[config.mk]
export PLATFORM = sky130hd
export DESIGN_NAME = text_to_bool_parser
export DESIGN_NICKNAME = d
export VERILOG_FILES = /design/src/rtl/tbp_pkg.sv /design/src/rtl/tbp_in_stage.sv /design/src/rtl/tbp_parse_core.sv /design/src/rtl/text_to_bool_parser.sv
export SDC_FILE = /design/constraint.sdc
export NUM_CORES = 1
export LEC_CHECK = 0
export BUFFER_PORTS_ARGS = -buffer_cell sky130_fd_sc_hd__buf_2
export CAP_MARGIN = 5
export CELL_PAD_IN_SITES_DETAIL_PLACEMENT = 1
export CELL_PAD_IN_SITES_GLOBAL_PLACEMENT = 2
export CORE_ASPECT_RATIO = 1.5
export CORE_MARGIN = 3
export CORE_UTILIZATION = 40
export DETAILED_ROUTE_END_ITERATION = 10
export GPL_ROUTABILITY_DRIVEN = 0
export PLACE_DENSITY = 0.95
export SLEW_MARGIN = 20
export SYNTH_ARGS = -nofsm -noshare
export SYNTH_HDL_FRONTEND = slang
export SYNTH_SLANG_ARGS = --single-unit
[constraint.sdc]
create_clock -name i_clk -period 14.6 [get_ports i_clk]
set_input_delay 4.38 -clock i_clk [delete_from_list [all_inputs] [get_ports i_clk]]
set_output_delay 4.38 -clock i_clk [all_outputs]
set_load 0.05 [all_outputs]
[src/rtl/tbp_pkg.sv]
`timescale 1ns / 1ps
`default_nettype none

package tbp_pkg;

    // Count limit of the model and the limit that fits the 16-bit result field
    localparam logic [31:0] MAX_COUNT = 32'd65535;
    localparam logic [15:0] CNT_LIMIT = (MAX_COUNT < 32'd65535) ? MAX_COUNT[15:0] : 16'hFFFF;

    // Parse phases
    typedef enum logic [2:0] {
        PH_SKIP,
        PH_DIGITS,
        PH_WORD,
        PH_ONOFF,
        PH_DONE
    } t_phase;

    // Error codes as they appear on the result
    localparam logic [1:0] ERR_OK       = 2'd0;
    localparam logic [1:0] ERR_EMPTY    = 2'd1;
    localparam logic [1:0] ERR_OVERFLOW = 2'd2;
    localparam logic [1:0] ERR_INVALID  = 2'd3;

    // Keyword identifiers
    localparam logic [2:0] KW_YES   = 3'd0;
    localparam logic [2:0] KW_NO    = 3'd1;
    localparam logic [2:0] KW_TRUE  = 3'd2;
    localparam logic [2:0] KW_FALSE = 3'd3;
    localparam logic [2:0] KW_ON    = 3'd4;
    localparam logic [2:0] KW_OFF   = 3'd5;

    // Character codes
    localparam logic [7:0] CASE_BIT = 8'h20;
    localparam logic [7:0] CH_SPACE = 8'h20;
    localparam logic [7:0] CH_TAB   = 8'h09;
    localparam logic [7:0] CH_CR    = 8'h0D;
    localparam logic [7:0] CH_ZERO  = 8'h30;
    localparam logic [7:0] CH_ONE   = 8'h31;
    localparam logic [7:0] CH_NINE  = 8'h39;
    localparam logic [7:0] CH_LO_F  = 8'h66;
    localparam logic [7:0] CH_LO_N  = 8'h6E;
    localparam logic [7:0] CH_LO_O  = 8'h6F;
    localparam logic [7:0] CH_LO_T  = 8'h74;
    localparam logic [7:0] CH_LO_Y  = 8'h79;

    // One input item as held in the input register
    typedef struct packed {
        logic [7:0] code;
        logic       present;
        logic       last;
    } t_char;

    // One result item
    typedef struct packed {
        logic        bool_value;
        logic [1:0]  error_code;
        logic [15:0] consumed_count;
    } t_result;

    // Letter of a keyword at a position; zero past its end
    function automatic logic [7:0] word_char(input logic [2:0] id, input logic [2:0] pos);
        logic [7:0] ch;
        ch = 8'h00;
        case (id)
            KW_YES: begin
                case (pos)
                    3'd0: ch = "y";
                    3'd1: ch = "e";
                    3'd2: ch = "s";
                    default: ch = 8'h00;
                endcase
            end
            KW_NO: begin
                case (pos)
                    3'd0: ch = "n";
                    3'd1: ch = "o";
                    default: ch = 8'h00;
                endcase
            end
            KW_TRUE: begin
                case (pos)
                    3'd0: ch = "t";
                    3'd1: ch = "r";
                    3'd2: ch = "u";
                    3'd3: ch = "e";
                    default: ch = 8'h00;
                endcase
            end
            KW_FALSE: begin
                case (pos)
                    3'd0: ch = "f";
                    3'd1: ch = "a";
                    3'd2: ch = "l";
                    3'd3: ch = "s";
                    3'd4: ch = "e";
                    default: ch = 8'h00;
                endcase
            end
            KW_ON: begin
                case (pos)
                    3'd0: ch = "o";
                    3'd1: ch = "n";
                    default: ch = 8'h00;
                endcase
            end
            KW_OFF: begin
                case (pos)
                    3'd0: ch = "o";
                    3'd1: ch = "f";
                    3'd2: ch = "f";
                    default: ch = 8'h00;
                endcase
            end
            default: ch = 8'h00;
        endcase
        return ch;
    endfunction

    // Length of a keyword; unknown identifiers behave as "yes"
    function automatic logic [2:0] word_len(input logic [2:0] id);
        logic [2:0] len;
        case (id)
            KW_YES:   len = 3'd3;
            KW_NO:    len = 3'd2;
            KW_TRUE:  len = 3'd4;
            KW_FALSE: len = 3'd5;
            KW_ON:    len = 3'd2;
            KW_OFF:   len = 3'd3;
            default:  len = 3'd3;
        endcase
        return len;
    endfunction

    // Boolean value that a keyword stands for
    function automatic logic word_val(input logic [2:0] id);
        logic val;
        case (id)
            KW_NO, KW_FALSE, KW_OFF: val = 1'b0;
            default:                 val = 1'b1;
        endcase
        return val;
    endfunction

endpackage

`default_nettype wire

[src/rtl/tbp_in_stage.sv]
`timescale 1ns / 1ps
`default_nettype none

module tbp_in_stage (
    input  wire logic          i_clk,
    input  wire logic          i_rst_n,
    input  wire logic          i_in_valid,
    output logic               o_in_stall,
    input  wire logic [7:0]    i_char_code,
    input  wire logic          i_char_present,
    input  wire logic          i_is_last,
    input  wire logic          i_advance,
    output logic               o_held_valid,
    output tbp_pkg::t_char     o_held
);
    import tbp_pkg::*;

    logic  r_valid;
    t_char r_char;

    // The register refuses a new transfer only while it holds an item that cannot move on
    assign o_in_stall   = r_valid && !i_advance;
    assign o_held_valid = r_valid;
    assign o_held       = r_char;

    // Valid flag of the input register
    always_ff @(posedge i_clk) begin
        if (!i_rst_n) begin
            r_valid <= 1'b0;
        end else if (!o_in_stall) begin
            r_valid <= i_in_valid;
        end
    end

    // Payload of the input register
    always_ff @(posedge i_clk) begin
        if (!o_in_stall) begin
            r_char.code    <= i_char_code;
            r_char.present <= i_char_present;
            r_char.last    <= i_is_last;
        end
    end

endmodule

`default_nettype wire

[src/rtl/tbp_parse_core.sv]
`timescale 1ns / 1ps
`default_nettype none

module tbp_parse_core (
    input  wire logic           i_clk,
    input  wire logic           i_rst_n,
    input  wire logic           i_take,
    input  wire tbp_pkg::t_char i_char,
    output tbp_pkg::t_result    o_result
);
    import tbp_pkg::*;

    t_phase      r_phase, n_phase;
    logic [2:0]  r_kid, n_kid;
    logic [2:0]  r_kpos, n_kpos;
    logic [15:0] r_count, n_count;
    logic        r_value, n_value;
    logic [1:0]  r_error, n_error;

    logic [7:0]  lc;
    logic [2:0]  add;
    logic [16:0] sum;
    logic        is_space;
    logic        fin_value;
    logic [1:0]  fin_error;

    // Per-character update of the parser state
    always_comb begin
        n_phase  = r_phase;
        n_kid    = r_kid;
        n_kpos   = r_kpos;
        n_value  = r_value;
        n_error  = r_error;
        add      = 3'd0;
        lc       = i_char.code | CASE_BIT;
        is_space = (i_char.code == CH_SPACE) ||
                   (i_char.code >= CH_TAB && i_char.code <= CH_CR);
        if (i_char.present) begin
            case (r_phase)
                PH_SKIP: begin
                    if (is_space) begin
                        add = 3'd1;
                    end else if (i_char.code == CH_ZERO || i_char.code == CH_ONE) begin
                        add     = 3'd1;
                        n_value = (i_char.code == CH_ONE);
                        n_phase = PH_DIGITS;
                    end else if (lc == CH_LO_O) begin
                        n_kid   = KW_ON;
                        n_kpos  = 3'd1;
                        n_phase = PH_ONOFF;
                    end else if (lc == CH_LO_Y || lc == CH_LO_N ||
                                 lc == CH_LO_T || lc == CH_LO_F) begin
                        n_kid   = (lc == CH_LO_Y) ? KW_YES :
                                  (lc == CH_LO_N) ? KW_NO :
                                  (lc == CH_LO_T) ? KW_TRUE : KW_FALSE;
                        n_kpos  = 3'd1;
                        add     = 3'd1;
                        n_phase = PH_WORD;
                    end else begin
                        n_value = 1'b0;
                        n_error = ERR_INVALID;
                        n_phase = PH_DONE;
                    end
                end
                PH_DIGITS: begin
                    if (i_char.code >= CH_ZERO && i_char.code <= CH_NINE) begin
                        if (r_value || (i_char.code != CH_ZERO && i_char.code != CH_ONE)) begin
                            n_value = 1'b0;
                            n_error = ERR_OVERFLOW;
                            n_phase = PH_DONE;
                        end else begin
                            n_value = (i_char.code == CH_ONE);
                            add     = 3'd1;
                        end
                    end else begin
                        n_error = ERR_OK;
                        n_phase = PH_DONE;
                    end
                end
                PH_WORD: begin
                    // A full word counts all its letters; a partial one only the first
                    if (r_kpos < word_len(r_kid) && lc == word_char(r_kid, r_kpos)) begin
                        n_kpos = r_kpos + 3'd1;
                        if (n_kpos >= word_len(r_kid)) begin
                            add     = word_len(r_kid) - 3'd1;
                            n_value = word_val(r_kid);
                            n_error = ERR_OK;
                            n_phase = PH_DONE;
                        end
                    end else begin
                        n_value = word_val(r_kid);
                        n_error = ERR_OK;
                        n_phase = PH_DONE;
                    end
                end
                PH_ONOFF: begin
                    if (r_kid == KW_ON && lc == CH_LO_N) begin
                        add     = 3'd2;
                        n_value = 1'b1;
                        n_error = ERR_OK;
                        n_phase = PH_DONE;
                    end else if (r_kid == KW_ON && lc == CH_LO_F) begin
                        n_kid  = KW_OFF;
                        n_kpos = 3'd2;
                    end else if (r_kid == KW_OFF && lc == CH_LO_F) begin
                        add     = 3'd3;
                        n_value = 1'b0;
                        n_error = ERR_OK;
                        n_phase = PH_DONE;
                    end else begin
                        n_value = 1'b0;
                        n_error = ERR_INVALID;
                        n_phase = PH_DONE;
                    end
                end
                default: begin
                end
            endcase
        end
    end

    // Saturating character count
    assign sum     = {1'b0, r_count} + {14'd0, add};
    assign n_count = (sum >= {1'b0, CNT_LIMIT}) ? CNT_LIMIT : sum[15:0];

    // Closing of the string on its last item
    always_comb begin
        case (n_phase)
            PH_SKIP: begin
                fin_value = 1'b0;
                fin_error = ERR_EMPTY;
            end
            PH_DIGITS: begin
                fin_value = n_value;
                fin_error = ERR_OK;
            end
            PH_WORD: begin
                fin_value = word_val(n_kid);
                fin_error = ERR_OK;
            end
            PH_ONOFF: begin
                fin_value = 1'b0;
                fin_error = ERR_INVALID;
            end
            default: begin
                fin_value = n_value;
                fin_error = n_error;
            end
        endcase
        o_result.bool_value     = (fin_error == ERR_OK) ? fin_value : 1'b0;
        o_result.error_code     = fin_error;
        o_result.consumed_count = (fin_error == ERR_OK) ? n_count : 16'd0;
    end

    // State registers; a finished string returns the parser to its reset state
    always_ff @(posedge i_clk) begin
        if (!i_rst_n) begin
            r_phase <= PH_SKIP;
            r_kid   <= 3'd0;
            r_kpos  <= 3'd0;
            r_count <= 16'd0;
            r_value <= 1'b0;
            r_error <= ERR_OK;
        end else if (i_take) begin
            if (i_char.last) begin
                r_phase <= PH_SKIP;
                r_kid   <= 3'd0;
                r_kpos  <= 3'd0;
                r_count <= 16'd0;
                r_value <= 1'b0;
                r_error <= ERR_OK;
            end else begin
                r_phase <= n_phase;
                r_kid   <= n_kid;
                r_kpos  <= n_kpos;
                r_count <= n_count;
                r_value <= n_value;
                r_error <= n_error;
            end
        end
    end

endmodule

`default_nettype wire

[src/rtl/text_to_bool_parser.sv]
// Result: the last item of a string is registered in the input register, then its result
// in the result register. Throughput: one item per cycle while the output is not stalled;
// the parser state and the result register update in the cycle in which the item leaves
// the input register, and the two registers move together. Reset: synchronous, active low;
// clears both valid flags; the parser returns to the whitespace-skipping phase, count zero.
`timescale 1ns / 1ps
`default_nettype none

module text_to_bool_parser (
    input  wire logic        i_clk,
    input  wire logic        i_rst_n,
    input  wire logic        i_in_valid,
    output logic             o_in_stall,
    input  wire logic [7:0]  i_char_code,
    input  wire logic        i_char_present,
    input  wire logic        i_is_last,
    output logic             o_out_valid,
    input  wire logic        i_out_stall,
    output logic             o_bool_value,
    output logic [1:0]       o_error_code,
    output logic [15:0]      o_consumed_count
);
    import tbp_pkg::*;

    logic    advance;
    logic    held_valid;
    t_char   held;
    t_result result;
    logic    r_out_valid;
    t_result r_out;

    // The pipeline moves whenever the result register is empty or being taken
    assign advance = !r_out_valid || !i_out_stall;

    tbp_in_stage u_in (
        .i_clk          (i_clk),
        .i_rst_n        (i_rst_n),
        .i_in_valid     (i_in_valid),
        .o_in_stall     (o_in_stall),
        .i_char_code    (i_char_code),
        .i_char_present (i_char_present),
        .i_is_last      (i_is_last),
        .i_advance      (advance),
        .o_held_valid   (held_valid),
        .o_held         (held)
    );

    tbp_parse_core u_core (
        .i_clk    (i_clk),
        .i_rst_n  (i_rst_n),
        .i_take   (held_valid && advance),
        .i_char   (held),
        .o_result (result)
    );

    // Result register valid flag: set by the last item of a string
    always_ff @(posedge i_clk) begin
        if (!i_rst_n) begin
            r_out_valid <= 1'b0;
        end else if (advance) begin
            r_out_valid <= held_valid && held.last;
        end
    end

    // Result register payload
    always_ff @(posedge i_clk) begin
        if (advance) begin
            r_out <= result;
        end
    end

    assign o_out_valid      = r_out_valid;
    assign o_bool_value     = r_out.bool_value;
    assign o_error_code     = r_out.error_code;
    assign o_consumed_count = r_out.consumed_count;

endmodule

`default_nettype wire

# == Yosys cells after proc, flatten, opt, wreduce, memory -nomap -nowiden ==
# Cells that the tools add are included.
# totals
output_inout_bits,21
elab_cells,193
in_bits,14
regBits,59
# op_classes
n_mux,100
reduce_logical,34
order_cmp,7
add_sub_neg,3
eq_ne,35
# ops
cell,n
$mux W3,49
$pmux W8 S6,1
$pmux W7 S2,3
$eq A7 B6 Y1 const B,5
$pmux W7 S5,1
$mux W16,2
$mux W2,14
$pmux W7 S4,1
$eq A3 B2 Y1 const B,9
$eq A8 B6 Y1 const B,3
$pmux W3 S4,2
$pmux W7 S3,1
$pmux W3 S3,2
$add A16 B3 Y17,1
$ge A17 B16 Y1 const B,1
$mux W1,17
$mux W8,2
$ne A8 B6 Y1 const B,2
$eq A3 B1 Y1 const B,5
$eq A3 B3 Y1 const B,4
$logic_not A3 Y1,4
$logic_and A1 B1 Y1,10
$ne A3 B3 Y1 const B,3
$reduce_and A9 Y1,1
other kinds (23),36

# == Logic depth before layout (Yosys ltp) ==
# logic_depth
ltp_word,25
ltp_mapped,26

# == Modules after synthesis ==
# Synthesis repeated with hierarchy kept, for this count alone.
# unflattened
hier_cells,492
hier_area_um2,4117.7
# modules_own_cells
mod,cells_each,n_inst,area_each_um2
tbp_parse_core,454,1,3158.0
text_to_bool_parser,24,1,614.3
tbp_in_stage,14,1,345.3

# == Least setup slack after synthesis ==
# OpenSTA, ideal clock, no wires.
# synth_path
kind,in2out
start,input i_out_stall
end,output o_in_stall
path_slack_ps,5095
stages,2
t_arrival_ps,5125
n_path_buf,0
cell_sequence,nand3_1 inv_1
# synth_via
elab_chain_cells,4
# synth_lines
element,line_no,source
from (decl),text_to_bool_parser.sv:18,"input wire logic i_out_stall,"
$logic_not A1 Y1,text_to_bool_parser.sv:33,assign advance = !r_out_valid || !i_out_stall;
$logic_or A1 B1 Y1,text_to_bool_parser.sv:33,
$logic_not A1 Y1,tbp_in_stage.sv:22,assign o_in_stall = r_valid && !i_advance;
$logic_and A1 B1 Y1,tbp_in_stage.sv:22,
to (decl),text_to_bool_parser.sv:13,"output logic o_in_stall,"
# No other way between the ends.

# == Worst setup path in the final report ==
# Same ends and word-level chain as after synthesis.

==> results list <==
* Post-route clock period utilization: 66.71%
- Measured in cells, the most critical reg-to-reg path has a length of 23.
- Yosys mapped a number of flops with a built-in enable equal to 29.
- For the pin with the worst max-slew slack, the measured transition is about 1000 ps.
- In this run the cell area measured after placement is 0.004527 mm².
- Post-Syn Area: 0.004367 mm²
* Count of max-cap constraint violations: 0
* Number of global-route vias before repair: between 4000 and 5000
- Data arrival at the endpoint of the critical path: 5360 ps
* Total congestion overflow after global routing: 0
- Crit Path Class: input port to primary output
* Most common library cell in the layout ignoring fill and taps: sky130_fd_sc_hd__nor2_1
- Synth async-reset ratio: 0%
- The area growth from synthesis to layout is 11.63%.
- Vias post-DR: 4108
- Largest net degree at the start of global routing: 29
* Number of resized instances in the post-cts repair step: 0
* Chip Width: 91.31 µm
- For the final routed database, the setup TNS stands at 0 ps.
- Number of max-slew violations in the final report: 0
* Headroom to the max-slew limit: a little under a third
- Once layout is done, the placed cells without fillers occupy 0.004875 mm².
* Wire length per cell: 19.25 µm
* Maximum vdd ir drop: a little over 0.06 mV
- Total number of nets in the final design: roughly 560
- For this run, design rule violations remaining after detail routing come to 0.
* Worst hold path cell count: 2
* Required time at the endpoint of the critical path: ~10000 ps
* Final setup violation count: 0
- Leakage power: 0.001826 µW
- Counting distinct cell types in the post-synthesis netlist gives 76.
* Top library cells by usage in the layout, fill and taps aside: sky130_fd_sc_hd__nor2_1, sky130_fd_sc_hd__nand2_1, sky130_fd_sc_hd__buf_2
- The cell count after synthesis came out at approximately 500.
- Wire length of the first global-routing pass: 21.45 mm
- Antenna Nets Post-Route: 0
* Post-route minimum period: between 9000 and 10000 ps
- Fmax achieved: 102.7 MHz
- Path category of the worst min-delay check: flip-flop to flip-flop
* Core region area: approximately 0.011 mm²
* Initial core utilization: 41.23%
- STA classifies the critical path startpoint as an input port.
* Syn Nets: 545
- Endpoint kind of the worst setup timing path: primary output
- After clock tree synthesis, the clock-pin slew on the worst setup and hold paths is roughly 50 ps.
* Yosys synthesis warning count: 0
* Number of levels in the clock H-tree: 3
* Cells traversed along the worst timing path: buf_2 > nand3_1 > inv_1 > buf_2
- Total of hold buffers inserted after clock tree synthesis: 0
- Syn_area_per_cell: 8.479 µm²
* Most used cell, CP: sky130_fd_sc_hd__buf_2
* Iteration-0 DRC Markers: between 150 and 200
* Peak fanout along the critical path: 11
- Counting every sink on the clock net gives 59.
- Diodes inserted: 0
- Setup repair after global routing left no endpoint under its margin.
- Clock tree from TritonCTS: built
- Clock Tree Root: sky130_fd_sc_hd__clkbuf_16
- In the routed layout, each cell is associated on average with a via count of 6.095.
- Wire length after detailed routing: 12.98 mm
- Cells with a size suffix above 1 make up 14.34% of the layout.
- Status: completed
- Critical Path Max Stage Delay: ~400 ps
* TritonRoute pass-1 iters: 4
- TritonCTS created 9 clock buffers.
- Post-CTS setup buffers: 0
- The most used flip-flop cell after synthesis is sky130_fd_sc_hd__dfxtp_1.
* Total GRT Usage: 21.82%
- Measured along the y axis, the die boundary spans between 100 and 150 µm.
- Number of antenna violations at the first check in global routing: 0
- Power spread over the standard cell area amounts to between 90 and 100 mW/mm².
- Slowest stage cell on the critical path: sky130_fd_sc_hd__nand3_1
- The count of final hold-check violations was 0.
- After floorplanning, the core was divided into between 40 and 50 placement rows.
* Total half-perimeter wirelength after legalization and detailed placement: 9.882 mm
- The floorplan step defined a die boundary enclosing 0.01223 mm².
- Port buffering added 34 buffers.
- Sequential cell area fraction in the yosys report: 33.70%
- For the final database, setup skew stands at 7.392 ps.
* Clk buf depth: 2
* Worst skew pair latency: 330 ps
- Synthesis inferred 59 register bits.
* I/O pin total: 35
-- metal layers --
metal,global-route usage (%),vias to the layer above,wire (µm)
met5,0,-,0
met4,9.648,0,370
met3,3.591,28,280
met2,42.52,73,7387
met1,22.41,2069,4938
li1,-,1938,-
-- power by group --
group / switching (µW) / internal (µW)
combinational: 35.8 / 15.0
sequential: 5.96 / 178
clock: 77.2 / 166
total: 119 / 359
-- sequential cells by signal (all words and copies together) (netlist names) --
register and flops:
o_consumed_count 16, u_core.r_count 16, u_core.r_kpos 3, u_core.r_phase 3
u_in.o_held_valid 1, o_bool_value 1, u_in.o_held 10, o_out_valid 1
u_core.r_error 2, o_error_code 2, u_core.r_kid 3, u_core.r_value 1
-- worst max-delay path: cells and delay by family --
family                 cells  cell delay, ps
AND/OR/NAND/NOR            1             400
buffers and inverters      3             580
-- cell families (layout without fill, tap and decap cells) --
| family | count (synthesis) | count (layout) | synth area share [%] |
|---|---|---|---|
| adders and majority gates | 16 | 16 | 4.756 |
| AOI/OAI and AO/OA | 145 | 145 | 22.95 |
| muxes | 6 | 6 | 1.490 |
| and+or+nand+nor | 220 | 220 | 27.65 |
| xor gates and xnor gates | 19 | 19 | 3.811 |
| buffers and inverters | 50 | 65 | 5.645 |
| DFF | 59 | 59 | 33.70 |
-- synth_stat cells (9+ instances only) --
cell type,instances,share of area [%]
sky130_fd_sc_hd__a21oi_1,30,3.4
sky130_fd_sc_hd__o21ai_0,31,3.6
sky130_fd_sc_hd__nand3_1,21,2.4
sky130_fd_sc_hd__and3_1,10,1.4
sky130_fd_sc_hd__nor3_1,15,1.7
sky130_fd_sc_hd__nand4_1,9,1.3
sky130_fd_sc_hd__ha_1,15,4.3
sky130_fd_sc_hd__nor2b_1,14,2.0
sky130_fd_sc_hd__edfxtp_1,29,20
sky130_fd_sc_hd__nand2_1,41,3.5
sky130_fd_sc_hd__nor3b_1,10,1.7
sky130_fd_sc_hd__a31oi_1,9,1.3
sky130_fd_sc_hd__nor2_1,46,4.0
sky130_fd_sc_hd__inv_1,15,1.3
sky130_fd_sc_hd__clkbuf_1,24,2.1
sky130_fd_sc_hd__a211oi_1,18,3.1
sky130_fd_sc_hd__dfxtp_1,30,14
sky130_fd_sc_hd__and2_1,11,1.6
sky130_fd_sc_hd__xnor2_1,13,2.6
-- layout make-up --
cell class,count,area [µm²]
Clock buffer,9,225.2
Timing Repair Buffer,34,170.2
Multi-Input combinational cell,406,2655
Inverter,15,56.30
Fill cell,1302,5715
Tap cell,144,180.2
Sequential cell,59,1471
Clock inverter,7,116.4
-- final timing paths --
kind,slack [ps],start,to
hold reg to reg,490,u_core.r_count[0],u_core.r_count[0]
setup / recovery,4860,i_out_stall,o_in_stall
setup reg to reg,8120,u_core.r_kid[0],o_consumed_count[11]
hold / removal,490,u_core.r_count[0],u_core.r_count[0]
-- per-stage QoR --
| step | std cells | util, % | worst slack [ps] | total power, µW | hold WS, ps |
|---|---|---|---|---|---|
| 2_1_floorplan | 515 | - | 5095 | 225.2 | 450.8 |
| 3_3_place_gp | 658 | 42.75 | 4977 | 236.2 | 473.0 |
| 3_5_place_dp | 658 | 42.75 | 4846 | 238.5 | 489.1 |
| 4_1_cts | 674 | 45.97 | 4847 | 481.5 | 502.6 |
| 5_1_grt | 674 | 46.03 | 4739 | 494.7 | 518.5 |
| 6_report | 674 | 46.03 | 4861 | 478.1 | 493.6 |
(Power assumes the default switching activity.)
